==> src/rtl/psu_ram.sv <==
`timescale 1ns / 1ps
// ----------------------------------------------------------------------------
// Generic single-clock RAM
// One write port and one read port, read data registered.
// A read of the address being written returns the old contents.
// ----------------------------------------------------------------------------
module psu_ram #(
    parameter int WIDTH = 8,
    parameter int DEPTH = 16,
    localparam int ADDR_W = (DEPTH > 1) ? $clog2(DEPTH) : 1
) (
    input  logic              clk,
    input  logic              we,
    input  logic [ADDR_W-1:0] waddr,
    input  logic [WIDTH-1:0]  wdata,
    input  logic [ADDR_W-1:0] raddr,
    output logic [WIDTH-1:0]  rdata
);

    logic [WIDTH-1:0] mem_reg [DEPTH];
    logic [WIDTH-1:0] rdata_reg;

    always_ff @(posedge clk)
    begin
        if (we)
        begin
            mem_reg[waddr] <= wdata;
        end
        rdata_reg <= mem_reg[raddr];
    end

    assign rdata = rdata_reg;

endmodule

==> config.mk <==
export PLATFORM = sky130hd
export DESIGN_NAME = psu_ram
export DESIGN_NICKNAME = d
export VERILOG_FILES = /design/src/rtl/psu_ram.sv
export SDC_FILE = /design/constraint.sdc
export NUM_CORES = 1
export LEC_CHECK = 0
export BUFFER_PORTS_ARGS = -buffer_cell sky130_fd_sc_hd__buf_2
export CAP_MARGIN = 30
export CORE_MARGIN = 4
export CORE_UTILIZATION = 55
export CTS_BUF_LIST = sky130_fd_sc_hd__clkbuf_16
export DETAILED_ROUTE_END_ITERATION = 8
export GPL_ROUTABILITY_DRIVEN = 1
export PLACE_DENSITY = 0.73
export SLEW_MARGIN = 20
export SYNTH_ARGS = -nofsm -noshare
export SYNTH_HDL_FRONTEND = slang
export SYNTH_SLANG_ARGS = --single-unit
==> constraint.sdc <==
create_clock -name clk -period 3.4 [get_ports clk]
set_input_delay 0.68 -clock clk [delete_from_list [all_inputs] [get_ports clk]]
set_output_delay 0.68 -clock clk [all_outputs]
set_load 0.01 [all_outputs]
* Yosys cells after proc, flatten, opt, wreduce, memory -nomap -nowiden
Memories as Yosys holds them, arrays and structs flattened. A register that Yosys moved wholly into a read port is not among the register bits.
Index checks and enable logic that the tools add are counted.
** Storage, ports and cells
- Bits of input ports :: 18
- Register bits after elaboration :: 0
- RAM bits :: 128
- Output and inout port bits :: 8
- Memories kept :: 1
- Logic and storage cells :: 3
** Cells by class
- Muxes and demuxes :: 2
** Memory list
- mem_reg :: depth 16, width 8, rd ports 1, clocked after memory_dff 1, write ports 1, RTL line 20 : logic [WIDTH-1:0] mem_reg [DEPTH];
** Operators with widths (number)
- $mux W1 :: 2

* Logic depth before layout (Yosys ltp)
- Word-level depth :: 2
- Mapped depth :: 5
- Gate-level depth less buffers :: 3

* Worst setup path before layout
OpenSTA, ideal clock, no wires.
- Path kind :: input-to-reg
- Start :: input waddr[2]
- End :: memory mem_reg[0][0], enable pin
- Data required time :: 3.017 ns
- Arrival time :: 1.790 ns
- Stages :: 2
- Buffers on the path :: 0
- Library setup time :: 0.383 ns
- Path slack :: 1.227 ns
- Cell sequence :: or3b_2 -> nor3_1
** RTL lines
- from (decl) :: RTL line 14 : input logic [ADDR_W-1:0] waddr,
- to (decl) :: RTL line 20
Straight into the memory's write port.

==> implementation parameters <==
Parameter                              Value

CTS
  Depth of the CTS H-tree ... 4
  Sink count of the clock tree ... 136
  Hold_buf cts ... 0
  TritonCTS buffer count ... 17
  Cell chosen for the clock root ... sky130_fd_sc_hd__clkbuf_16
  Max clock buf depth ... 2
  CTS tree ... yes
  Number of gates resized after cts ... 0
  CTS clk-pin slew, worst paths ... 50 ps
  Number of setup buffers added after CTS ... 0
  Worst-skew pair later-pin latency ... 400 ps

STA
  Setup repair after global routing missed its margin ... no
  Crit share post-route ... 61.9%
  Setup TNS ... 0 ps
  Highest clock frequency the design can meet ... 475 MHz
  Hold Fails Final Rpt ... 0
  Tmin final ... 2100 ps
  Worst-case hold slack ... 659 ps
  Max Slew Vio Count ... 0
  Layout Skew ... 6.29 ps
  Rel. slew slack ... 35.9%
  Transition time at the pin with the least slew margin ... 958 ps
  Post-route worst setup slack ... 1300 ps
  Final count of negative-setup-slack endpoints ... 0

Die
  Die Span X ... 105 µm
  Boundary Pins ... 26
  Core Region ... 9200 µm²
  Die height ... 105 µm
  Die Footprint ... 11,000 µm²
  Number of rows created at floorplan ... 35
  Initial standard-cell utilization of the core ... 56.0%

Global routing
  Maximum number of pins on one net before global-route repair ... 33
  Global routing usage on met2 ... 29.2%
  Sum of overflow across all layers after global routing ... 0
  Global Route met1 Usage ... 25.7%
  Initial antenna violation count ... 0
  Total GRT Usage ... 18.6%
  First-pass GRT wire length ... 14,700 µm
  Grt met3 use ... 4.88%
  Via count of the first global-routing pass ... 2,480
  Top Usage Layer GRT ... met2

Critical path
  Cell Chain, Critical Path ... buf_2 > buf_4 > mux4_1 > a22oi_1 > nand2_1
  CP Data Required Time ... 3680 ps
  WP data arrival ... 2390 ps
  Critical path start-end classification ... primary input to flip-flop
  CP Buf/Inv Count ... 2
  Gate family responsible for the most delay along the worst path ... buffers and inverters
  Category of the worst setup path capture point ... flip-flop
  Worst-path fanout max ... 22
  Max incr delay on CP ... 550 ps
  Startpoint types ... primary input
  Standard cell with the maximum stage delay on the critical path ... sky130_fd_sc_hd__mux4_1

Pwr
  Total power after layout ... 3.88 mW
  Cell area power density ... 650 nW/µm²
  LEAKAGE ... 2.03 nW
  Maximum ir drop on the vdd rail ... 0.000373 V

Placement
  DP Wirelength ... 5660 µm
  Placed instance area ... 5370 µm²
  Worst slack at placement ... 869 ps
  Port bufs ... 25
  Placed cell count ... 361
  Final Wtd Congestion ... 0.737

Synth
  Netlist area before placement ... 5150 µm²
  #FFs+latches synth ... 136
  Net Count, Synth ... 247
  Syn avg cell area ... 22.5 µm²
  Count of synthesis-stage warnings from yosys ... 0
  Post-synth cell types ... 19
  Cell count after synthesis ... 229
  Sequential area share after synthesis ... 77.8%

Detailed routing
  Total vias in the final route ... 2,347
  WL/cell ... 23.5 µm
  Via/cell ratio ... 5.97
  Final ANT Viol Nets ... 0
  Iteration count of the initial detailed-routing pass ... 4
  Number of violations reported at the end of detailed-routing iteration 0 ... 218
  Residual DRC count ... 0
  Detailed-route wire length ... 9230 µm

Run
  Maxcap violations ... 0

Final layout
  Number of non-filler instances in the completed layout ... 393
  Layout Nets ... 287
  Antenna cells ... 0
  Number of flip-flops in the largest register ... 128
  Area grow syn2layout ... 15.9%
  Post-route standard cell area excluding fillers ... 5970 µm²
  Utilization after layout ... 64.9%
  Share of post-route cells with drive strength above 1 ... 26.6%

Outcome
  Status ... complete, no violations

Min path
  Path category of the worst min-delay check ... primary input to flip-flop
-- path summary, 6_finish.rpt --
kind,from,to,slack [ps],depth (start not counted)
worst max register to register,mem_reg[3][6],rdata[6],2050,3
worst max-delay path,raddr[0],rdata[4],1300,5
worst min register to register,mem_reg[11][1],rdata[1],670,3
worst min-delay path,wdata[3],mem_reg[11][3],660,1
-- synthesized netlist by cell type --
master                              n  share of area [%]
sky130_fd_sc_hd__mux4_1            14                7.1
sky130_fd_sc_hd__edfxtp_1         128                 75
sky130_fd_sc_hd__and2b_1            1               0.15
sky130_fd_sc_hd__and2_1             1               0.12
sky130_fd_sc_hd__clkdlybuf4s25_2    3               0.58
sky130_fd_sc_hd__dfxtp_1            8                3.1
sky130_fd_sc_hd__or3b_2             1               0.17
sky130_fd_sc_hd__nand2b_1           2               0.24
sky130_fd_sc_hd__mux4_2            18                7.9
sky130_fd_sc_hd__a22oi_1           16                2.3
sky130_fd_sc_hd__nand2_1            9               0.66
sky130_fd_sc_hd__buf_4              1               0.15
sky130_fd_sc_hd__nand3b_1           2               0.29
sky130_fd_sc_hd__nor3_1             4               0.39
sky130_fd_sc_hd__nor2b_1            1               0.12
sky130_fd_sc_hd__nor2_1            13               0.95
sky130_fd_sc_hd__buf_6              3               0.66
sky130_fd_sc_hd__buf_2              3               0.29
sky130_fd_sc_hd__nand3_1            1              0.097
-- cells in the final DEF, fill, tap and decap left out --
cell type,count
sky130_fd_sc_hd__mux4_2,18
sky130_fd_sc_hd__clkinv_1,3
sky130_fd_sc_hd__nor2b_1,1
sky130_fd_sc_hd__nand2_1,9
sky130_fd_sc_hd__and2_1,1
sky130_fd_sc_hd__nor3_1,4
sky130_fd_sc_hd__bufinv_16,4
sky130_fd_sc_hd__or3b_2,1
sky130_fd_sc_hd__nand3_1,1
sky130_fd_sc_hd__clkinv_2,3
sky130_fd_sc_hd__buf_2,25
sky130_fd_sc_hd__inv_1,4
sky130_fd_sc_hd__nor2_1,13
sky130_fd_sc_hd__buf_4,6
sky130_fd_sc_hd__nand3b_1,2
sky130_fd_sc_hd__and2b_1,1
sky130_fd_sc_hd__clkinv_4,1
sky130_fd_sc_hd__nand2b_1,2
sky130_fd_sc_hd__clkbuf_16,17
sky130_fd_sc_hd__dfxtp_1,8
sky130_fd_sc_hd__a22oi_1,16
sky130_fd_sc_hd__mux4_1,14
sky130_fd_sc_hd__edfxtp_1,128
-- cell type report --
class                           count  area, µm²
Clock inverter                     15        170
Tap cell                          111        139
Sequential cell                   136       4000
Clock buffer                       17        425
Timing Repair Buffer               31        170
Multi-Input combinational cell     83       1060
Fill cell                         606       3230
-- kinds of logic after synthesis --
group,synth area share (%)
buffers and inverters,1.68
DFF,77.8
muxes,15.0
AOI/OAI and AO/OA,2.33
and+or+nand+nor,3.18
-- power by group --
| group | internal, mW | total [mW] | switching [mW] |
|---|---|---|---|
| Sequential | 1.88 | 1.89 | 0.0127 |
| Clock | 1.20 | 1.83 | 0.625 |
| Combinational | 0.0688 | 0.162 | 0.0936 |
| Total | 3.15 | 3.88 | 0.731 |
-- layer usage --
metal | share of wire (%) | up-vias
met5 | 0 | -
met4 | 0.78 | 0
met3 | 4.7 | 4
met2 | 50 | 65
met1 | 44 | 1224
li1 | - | 1054
Note: power is estimated with default switching activity, not from simulation.
