$ cat src/rtl/psu_pkg.sv
`timescale 1ns / 1ps
// ----------------------------------------------------------------------------
// PNG scanline unfilter package
// Shared widths, register indexes, filter codes and the record types used
// between the top level and the predictor.
// ----------------------------------------------------------------------------
package psu_pkg;

    localparam int DATA_W  = 8;
    localparam int BPL_W   = 14;
    localparam int BPP_W   = 4;
    localparam int CFG_W   = 14;
    localparam int EPOCH_W = 8;

    // Epoch zero is what a clearing pass writes, so it never matches.
    localparam logic [EPOCH_W-1:0] EPOCH_FIRST = EPOCH_W'(1);
    localparam logic [EPOCH_W-1:0] EPOCH_LAST  = '1;

    localparam logic [0:0] CFG_BYTES_PER_LINE  = 1'b0;
    localparam logic [0:0] CFG_BYTES_PER_PIXEL = 1'b1;

    localparam logic [BPP_W-1:0] BPP_MAX = BPP_W'(8);

    localparam logic [DATA_W-1:0] FILT_NONE  = 8'd0;
    localparam logic [DATA_W-1:0] FILT_SUB   = 8'd1;
    localparam logic [DATA_W-1:0] FILT_UP    = 8'd2;
    localparam logic [DATA_W-1:0] FILT_AVG   = 8'd3;
    localparam logic [DATA_W-1:0] FILT_PAETH = 8'd4;

    // One entry of the prior-line memory: the byte and the epoch it was
    // written in.
    typedef struct packed {
        logic [EPOCH_W-1:0] tag;
        logic [DATA_W-1:0]  data;
    } prior_word_t;

    // Operands of one reconstruction.
    typedef struct packed {
        logic [DATA_W-1:0] kind;
        logic [DATA_W-1:0] x;
        logic [DATA_W-1:0] a;
        logic [DATA_W-1:0] b;
        logic [DATA_W-1:0] c;
    } pred_in_t;

endpackage

$ cat src/rtl/psu_predict.sv
`timescale 1ns / 1ps
// ----------------------------------------------------------------------------
// Scanline predictor
// Rebuilds one byte from the filtered byte and its left, upper and
// upper-left neighbors for the None, Sub, Up, Average and Paeth filters.
// ----------------------------------------------------------------------------
module psu_predict import psu_pkg::*; (
    input  pred_in_t          pin,
    output logic [DATA_W-1:0] recon
);

    logic [9:0]        diff_a;
    logic [9:0]        diff_b;
    logic [9:0]        diff_c;
    logic [9:0]        pa;
    logic [9:0]        pb;
    logic [9:0]        pc;
    logic [8:0]        pair_sum;
    logic [DATA_W-1:0] pick;

    always_comb
    begin
        // Distances of the estimate a + b - c to a, b and c.
        diff_a = {2'b00, pin.b} - {2'b00, pin.c};
        diff_b = {2'b00, pin.a} - {2'b00, pin.c};
        diff_c = {2'b00, pin.a} + {2'b00, pin.b} - {1'b0, pin.c, 1'b0};
        pa = diff_a[9] ? (~diff_a + 10'd1) : diff_a;
        pb = diff_b[9] ? (~diff_b + 10'd1) : diff_b;
        pc = diff_c[9] ? (~diff_c + 10'd1) : diff_c;

        priority if (pa <= pb && pa <= pc)
        begin
            pick = pin.a;
        end
        else if (pb <= pc)
        begin
            pick = pin.b;
        end
        else
        begin
            pick = pin.c;
        end

        pair_sum = {1'b0, pin.a} + {1'b0, pin.b};

        unique case (pin.kind)
            FILT_NONE:  recon = pin.x;
            FILT_SUB:   recon = pin.x + pin.a;
            FILT_UP:    recon = pin.x + pin.b;
            FILT_AVG:   recon = pin.x + pair_sum[8:1];
            FILT_PAETH: recon = pin.x + pick;
            // Unknown filter types pass the byte through.
            default:    recon = pin.x;
        endcase
    end

endmodule

$ cat config.mk
export PLATFORM = sky130hd
export DESIGN_NAME = psu_predict
export DESIGN_NICKNAME = d
export VERILOG_FILES = /design/src/rtl/psu_pkg.sv /design/src/rtl/psu_predict.sv
export SDC_FILE = /design/constraint.sdc
export NUM_CORES = 1
export LEC_CHECK = 0
export ABC_AREA = 0
export BUFFER_PORTS_ARGS = -buffer_cell sky130_fd_sc_hd__buf_2
export CORE_ASPECT_RATIO = 0.7
export CORE_MARGIN = 2
export CORE_UTILIZATION = 38
export DETAILED_ROUTE_END_ITERATION = 10
export GPL_TIMING_DRIVEN = 0
export PLACE_DENSITY = 0.57
export SLEW_MARGIN = 20
export SYNTH_ARGS = -nofsm -noshare
export SYNTH_HDL_FRONTEND = slang
export SYNTH_SLANG_ARGS = --single-unit
$ cat constraint.sdc
create_clock -name vclk -period 15.8
set_input_delay 1.58 -clock vclk [all_inputs]
set_output_delay 1.58 -clock vclk [all_outputs]
set_load 0.05 [all_outputs]
[Word-level counts from Yosys, hierarchy flattened]
Cells that the tools add are included.
Storage, ports and cells
  memories kept: 0
  logic and storage cells: 29
  bits in registers: 0
  output and inout bits: 8
  ROM bits: 0
  bits of input ports: 40
  memory bits (writable): 0
  latch bits: 0
Operators by class
  eq/ne operators: 4
  shifts and indexed selects: 0
  multipliers: 0
  $lt $le $gt $ge: 3
  bitwise gates (word level): 3
  mux-type cells: 6
  $add $sub $neg: 12
  reductions and logical operators: 1
  divide/modulo/power cells: 0
Operator list (count)
  $add 8x8->8: 4
  $pmux 8 s4: 1
  $add 10x1->10 const B: 3
  $le 10x10->1: 3
  $mux 10: 3
  $not 10->10: 3
  $add 8x8->9: 2
  $sub 8x8->9: 2
  $eq 8x2->1 const B: 2
  $mux 8: 2
  $sub 9x9->10: 1
  $eq 8x1->1 const B: 1
  $eq 8x3->1 const B: 1
  $logic_and 1x1->1: 1

[Depth between registers and ports, before layout]
Gate-level depths: netlist of the first run.
  depth in word-level cells: 10
  gate-level depth with buffers: 36
  mapped depth without buffers: 35

[Worst setup path before layout of the first run]
Ideal clock, no wire load.
  kind: input to output
  from: input port pin[10] (netlist bit)
  to: output port recon[7]
  data required time: 14220 ps
  buffers on the path: 1
  arrival time: 7881 ps
  slack: 6339 ps
  cell stages on the path: 32
  cell sequence: inv_1 -> fa_1 -> inv_1 -> ha_1 -> nor2b_1 -> o31ai_1 -> xor2_1 -> and3b_1 -> nor2_1 -> xor2_1 -> ha_1 -> and4_1 -> a21oi_1 -> a22oi_1 -> maj3_2 -> a22oi_4 -> clkbuf_1 -> o21ai_0 -> nand2_1 -> o221ai_1 -> ha_1 -> a21o_1 -> a21o_1 -> a21o_1 -> a21oi_1 -> nor2b_1 -> o21ai_0 -> nand2b_1 -> nor2_1 -> and3_1 -> a211oi_2 -> xnor2_1
On the way
  longest elaborated chain between the ends: 10
  elaborated cells on any way between the ends: 20
  those cells by class: add/sub (9); order compare (3); mux (5); bitwise (2); reduce/logical (1)
RTL lines
  from (decl): line psu_predict.sv:8  | input pred_in_t pin,
  $add 8x8->9: line psu_predict.sv:26, psu_predict.sv:44
  $sub 9x9->10: line psu_predict.sv:26  | diff_c = {2'b00, pin.a} + {2'b00, pin.b} - {1'b0, pin.c, 1'b0};
  $not 10->10: line psu_predict.sv:29  | pc = diff_c[9] ? (~diff_c + 10'd1) : diff_c;
  $add 10x1->10: line psu_predict.sv:29
  $mux 10: line psu_predict.sv:29
  $le 10x10->1, on equally long branches: line psu_predict.sv:35, psu_predict.sv:31
  $mux 8 or $logic_and 1x1->1 (tied branches): line psu_predict.sv:35, psu_predict.sv:31
  $mux 8: line psu_predict.sv:31  | priority if (pa <= pb && pa <= pc)
  $add 8x8->8: line psu_predict.sv:51  | FILT_PAETH: recon = pin.x + pick;
  $pmux 8 s4 (*): line psu_predict.sv:46  | unique case (pin.kind)
  to (decl): line psu_predict.sv:9  | output logic [DATA_W-1:0] recon
Every way passes the cells marked *; elsewhere a longest branch is shown, timed or not.

[Final worst setup path of the first run]
Same ends and word-level chain as after synthesis.

==> results_dict.tcl, run 1 <==
set metrics [dict create \
    firstDrtPassIters 7 \
    avgSynthCellArea_um2 7.43 \
    track_usage 0.193 \
    grt_pass1_vias 3057 \
    vias 3347 \
    wire_per_inst_um 15.1 \
    place_hpwl_um 8460 \
    p_int_w 0.000122 \
    p_per_area_nw_per_um2 78.2 \
    drc_errors 0 \
    crit_arrival_ns 8.70 \
    leakage_nw 1.93 \
    drt_wl_total_um 9460 \
    finalPower_w 0.000297 \
    finalSetupTns_ns 0 \
    setup_viol 0 \
    syn_area_um2 3390 \
    cpMaxStageDelayCell "fa_1" \
    drive_gt1_frac 0.136 \
    path_class "in2out" \
    fp.dieW_um 117 \
    worst_slack_ns 5.52 \
    path_max_fanout 10 \
    die_area_um2 9700 \
    pwr-share-comb 1.000 \
    regArea_um2 0 \
    relSlewSlack 0.448 \
    drt_iter0_markers 186 \
    final_cell_area_um2 3790 \
    ctsHoldBuffers 0 \
    finalHoldViolations 0 \
    area_growth_syn_to_layout_pct 11.9 \
    ctsResizeCount 0 \
    grt_pass1_wl_um 15300 \
    switchingPower_w 0.000175 \
    synth_most_common_cell "ha_1" \
    worstMarginPinSlew_ns 0.824 \
    fin_crit_sh 0.650 \
    fin_crit_ns 10.28 \
    cp-start-kind "input pin" \
    clock_buffers 0 \
    yosysSeqAreaShare 0 \
    pre_cts_slack_ns 5.60 \
    layout.nets 629 \
    place_area_um2 3790 \
    hold_slack_ns 3.50 \
    ir_drop_v 0.0000278 \
    synth_commonest_cells "ha_1 (70), inv_1 (61), a21oi_1 (31)" \
    cap_viol_max_count 0 \
    postCtsSetupBuffers 0 \
    ant_nets 0 \
    fmax_mhz 97.3 \
    synth_top_area_frac 0.258 \
    min_path_type "in2out" \
    max_stage_delay_ns 0.54 \
    ys_warn_count 0 \
    grt_max_degree 11 \
    via_per_inst 5.35 \
    rsz0062_at_grt "no" \
    rows 28 \
    ios 48 \
    switching_share 0.590 \
    yosysTopAreaCell "ha_1" \
    gp_congestion 0.902 \
    initial_utilization 0.397 \
    slew_violations 0 \
    coreArea_um2 8550 \
    endpoint_kind "output port" \
    ys_types 57 \
    fillers 872 \
    clockPowerShare 0 \
    syn_inst 456 \
    status "finished, final reports clean" \
    p_seq_frac 0 \
    grt-ovfl-total 0 \
    io_buffers 48 \
    yosys-top-cells-area "ha_1 (26%), inv_1 (6.8%), xnor2_1 (6.7%), fa_1 (6.5%), xor2_1 (5.9%)" \
    die_y_um 83.0 \
    antenna_found_initial 0 \
    cp.required_ns 14.22 \
    num_antenna_cells 0 \
    design.seq.count 0 \
]
## stage by stage
step,std cells,util
3_3_place_gp,626,0.443
5_1_grt,626,0.444
3_5_place_dp,626,0.444
2_1_floorplan,458,-
4_1_cts,626,0.444
6_report,626,0.444
## worst paths after layout
check | cells after the start | from | to
min | 3 | pin[31] | recon[7]
max | 34 | pin[10] | recon[7]
## routing by layer
metal | up-vias | wire length, µm | global-route usage | part of all wire
li1 | 1723 | - | - | -
met4 | 0 | 0 | 0 | 0
met2 | 85 | 3580 | 0.263 | 0.38
met1 | 1539 | 5370 | 0.343 | 0.57
met3 | 0 | 512 | 0.00365 | 0.054
met5 | - | 0 | 0 | 0
## worst max-delay path, delay by kind of cell
family	cells	cell delay (ns)
xor gates and xnor gates	3	0.85
AOI/OAI and AO/OA	12	2.14
adders and majority gates	5	1.88
buffers and inverters	5	0.93
and+or+nand+nor	9	1.29
## layout by cell type (no fill, tap or decap), drive strengths merged, types with 5 or more instances in the layout
cell type,instances
ha,70
inv,61
buf,49
o21ai,32
a21oi,31
nor2,28
nand2,28
xnor2,26
xor2,24
a21o,17
nand3,12
fa,11
mux2,7
nor2b,7
o21a,7
nor3,7
and3,6
a211oi,6
o221ai,5
nand2b,5
o21bai,5
o22ai,5
or3,5
## power by group through the flow
stage	clock network (W)	registers [W]	logic, W
2_1_floorplan	0	0	0.000220
3_3_place_gp	0	0	0.000282
3_5_place_dp	0	0	0.000290
4_1_cts	0	0	0.000292
5_1_grt	0	0	0.000332
6_report	0	0	0.000297
## kinds of logic (layout without fill, tap and decap cells)
family	count (synthesis)	count (layout)	synth area share
AO/OA/AOI/OAI	124	124	0.250
XOR/XNOR	50	50	0.131
adder cells (fa/ha/maj)	82	82	0.327
buffers and inverters	66	114	0.0735
multiplexers	11	11	0.0351
other	2	4	0.00222
AND/OR/NAND/NOR	121	121	0.181
## cell type report
class / instances / area, µm² / area share
Multi-Input combinational cell: 392 / 3150 / 0.831
Timing Repair Buffer: 48 / 240 / 0.0633
Inverter: 61 / 229 / 0.0604
Tap cell: 120 / 150 / 0.0396
Buffer: 5 / 20.0 / 0.00528
No activity file was read; power rests on OpenSTA's default activity.
==> run 2: changes to the inputs <==
- PLACE_DENSITY: 0.57 -> 0.59
- clock period: 15.8 -> 8.4 ns (I/O delays scaled with it)
==> run 2 against run 1 <==
Effect of this change:
- via count up 0.21%
- hold slack worse by 1.5 ns
- global-route usage down 0.16 points
- clock-buffer cell count unchanged
- cell count up 0.96%
- critical path depth up 1
- critical endpoint unchanged
- largest power group unchanged
==> results_dict.tcl, run 2 (synthesis gave the netlist of run 1 again) <==
set metrics [dict create \
    min_path_type "in2out" \
    wire_per_inst_um 14.9 \
    drc_errors 0 \
    grt-ovfl-total 0 \
    drt_wl_total_um 9410 \
    fin_crit_ns 8.01 \
    via_per_inst 5.31 \
    layout.nets 635 \
    die_y_um 83.0 \
    die_area_um2 9700 \
    fin_crit_sh 0.954 \
    ant_nets 0 \
    grt_pass1_wl_um 15200 \
    cp.required_ns 7.56 \
    mostFrequentLayoutCell "ha_1" \
    ir_drop_v 0.0000665 \
    status "finished, final reports clean" \
    endpoint_kind "output port" \
    leakage_nw 1.98 \
    drive_gt1_frac 0.180 \
    rows 28 \
    vias 3354 \
    io_buffers 48 \
    path_class "in2out" \
    fin_cells 632 \
    track_usage 0.191 \
    multiInputGateArea_um2 3230 \
    worstMarginPinSlew_ns 0.717 \
    regArea_um2 0 \
    design.seq.count 0 \
    cap_viol_max_count 0 \
    crit_arrival_ns 7.17 \
    slew_violations 0 \
    p_per_area_nw_per_um2 149 \
    cp-start-kind "input pin" \
    ctsHoldBuffers 0 \
    setup_viol 0 \
    finalSetupTns_ns 0 \
    final_cell_area_um2 3920 \
    antenna_found_initial 0 \
    gp_congestion 0.940 \
    fmax_mhz 125 \
    firstDrtPassIters 4 \
    fillers 956 \
    ios 48 \
    final_cell_mix "ha_1 (70), inv_1 (61), buf_2 (47), a21oi_1 (30)" \
    initial_utilization 0.397 \
    max_stage_delay_ns 0.57 \
    place_hpwl_um 8410 \
    fp.dieW_um 117 \
    cpMaxStageDelayCell "or4_4" \
    relSlewSlack 0.519 \
    place_inst 626 \
    clock_buffers 0 \
    finalHoldViolations 0 \
    grt_max_degree 11 \
    area_growth_syn_to_layout_pct 15.7 \
    place_area_um2 3790 \
    drt_iter0_markers 191 \
    path_max_fanout 10 \
    num_antenna_cells 0 \
    grt_pass1_vias 3119 \
    coreArea_um2 8550 \
]
==> run 2: cell type report <==
class,instances,share of cell area
multi-input cells,392,0.823
repair buffers,54,0.0734
well taps,120,0.0383
inverters,61,0.0584
plain buffers,5,0.00670
==> run 2: worst max-delay path: cells and delay by family <==
kind	cells	cell delay, ns
compound gates	11	1.78
buf+inv	5	0.68
simple gates	13	2.47
fa+ha+maj	4	1.12
xor+xnor	2	0.27
==> run 2: stage by stage <==
stage	setup slack, ns	total power [W]	utilization	hold WS (ns)
global placement	-0.130	0.000530	0.443	2.02
floorplan	0.419	0.000413	-	1.96
global route	-0.0680	0.000662	0.459	2.02
finish	0.390	0.000584	0.459	2.00
CTS	0.00556	0.000553	0.446	2.01
detailed placement	-0.220	0.000544	0.444	2.02
==> run 2: layer usage <==
layer,vias to the layer above,track usage,share of wire
met1,1556,0.319,0.55
met4,0,0.0107,0.0058
met5,-,0,0
met3,4,0.0146,0.041
li1,1731,-,-
met2,63,0.274,0.40
==> run 2: worst paths after layout <==
check | start | end | slack (ns) | cells after the start
max | pin[16] | recon[7] | 0.39 | 35
min | pin[31] | recon[7] | 2.00 | 3
==> run 2: repair_timing <==
item	4_1_cts	5_1_grt
buffers inserted	1	5
endpoints found under the setup margin	1	2
pin swaps	1	10
hold endpoints to repair	0	0
gates resized for setup	3	24
==> run 2: power breakdown <==
group          internal (W)  switching [W]  leakage, nW  total, W
Combinational      0.000248       0.000335         1.98  0.000584
Clock                     0              0            0         0
Sequential                0              0            0         0
Total              0.000248       0.000335         1.98  0.000584
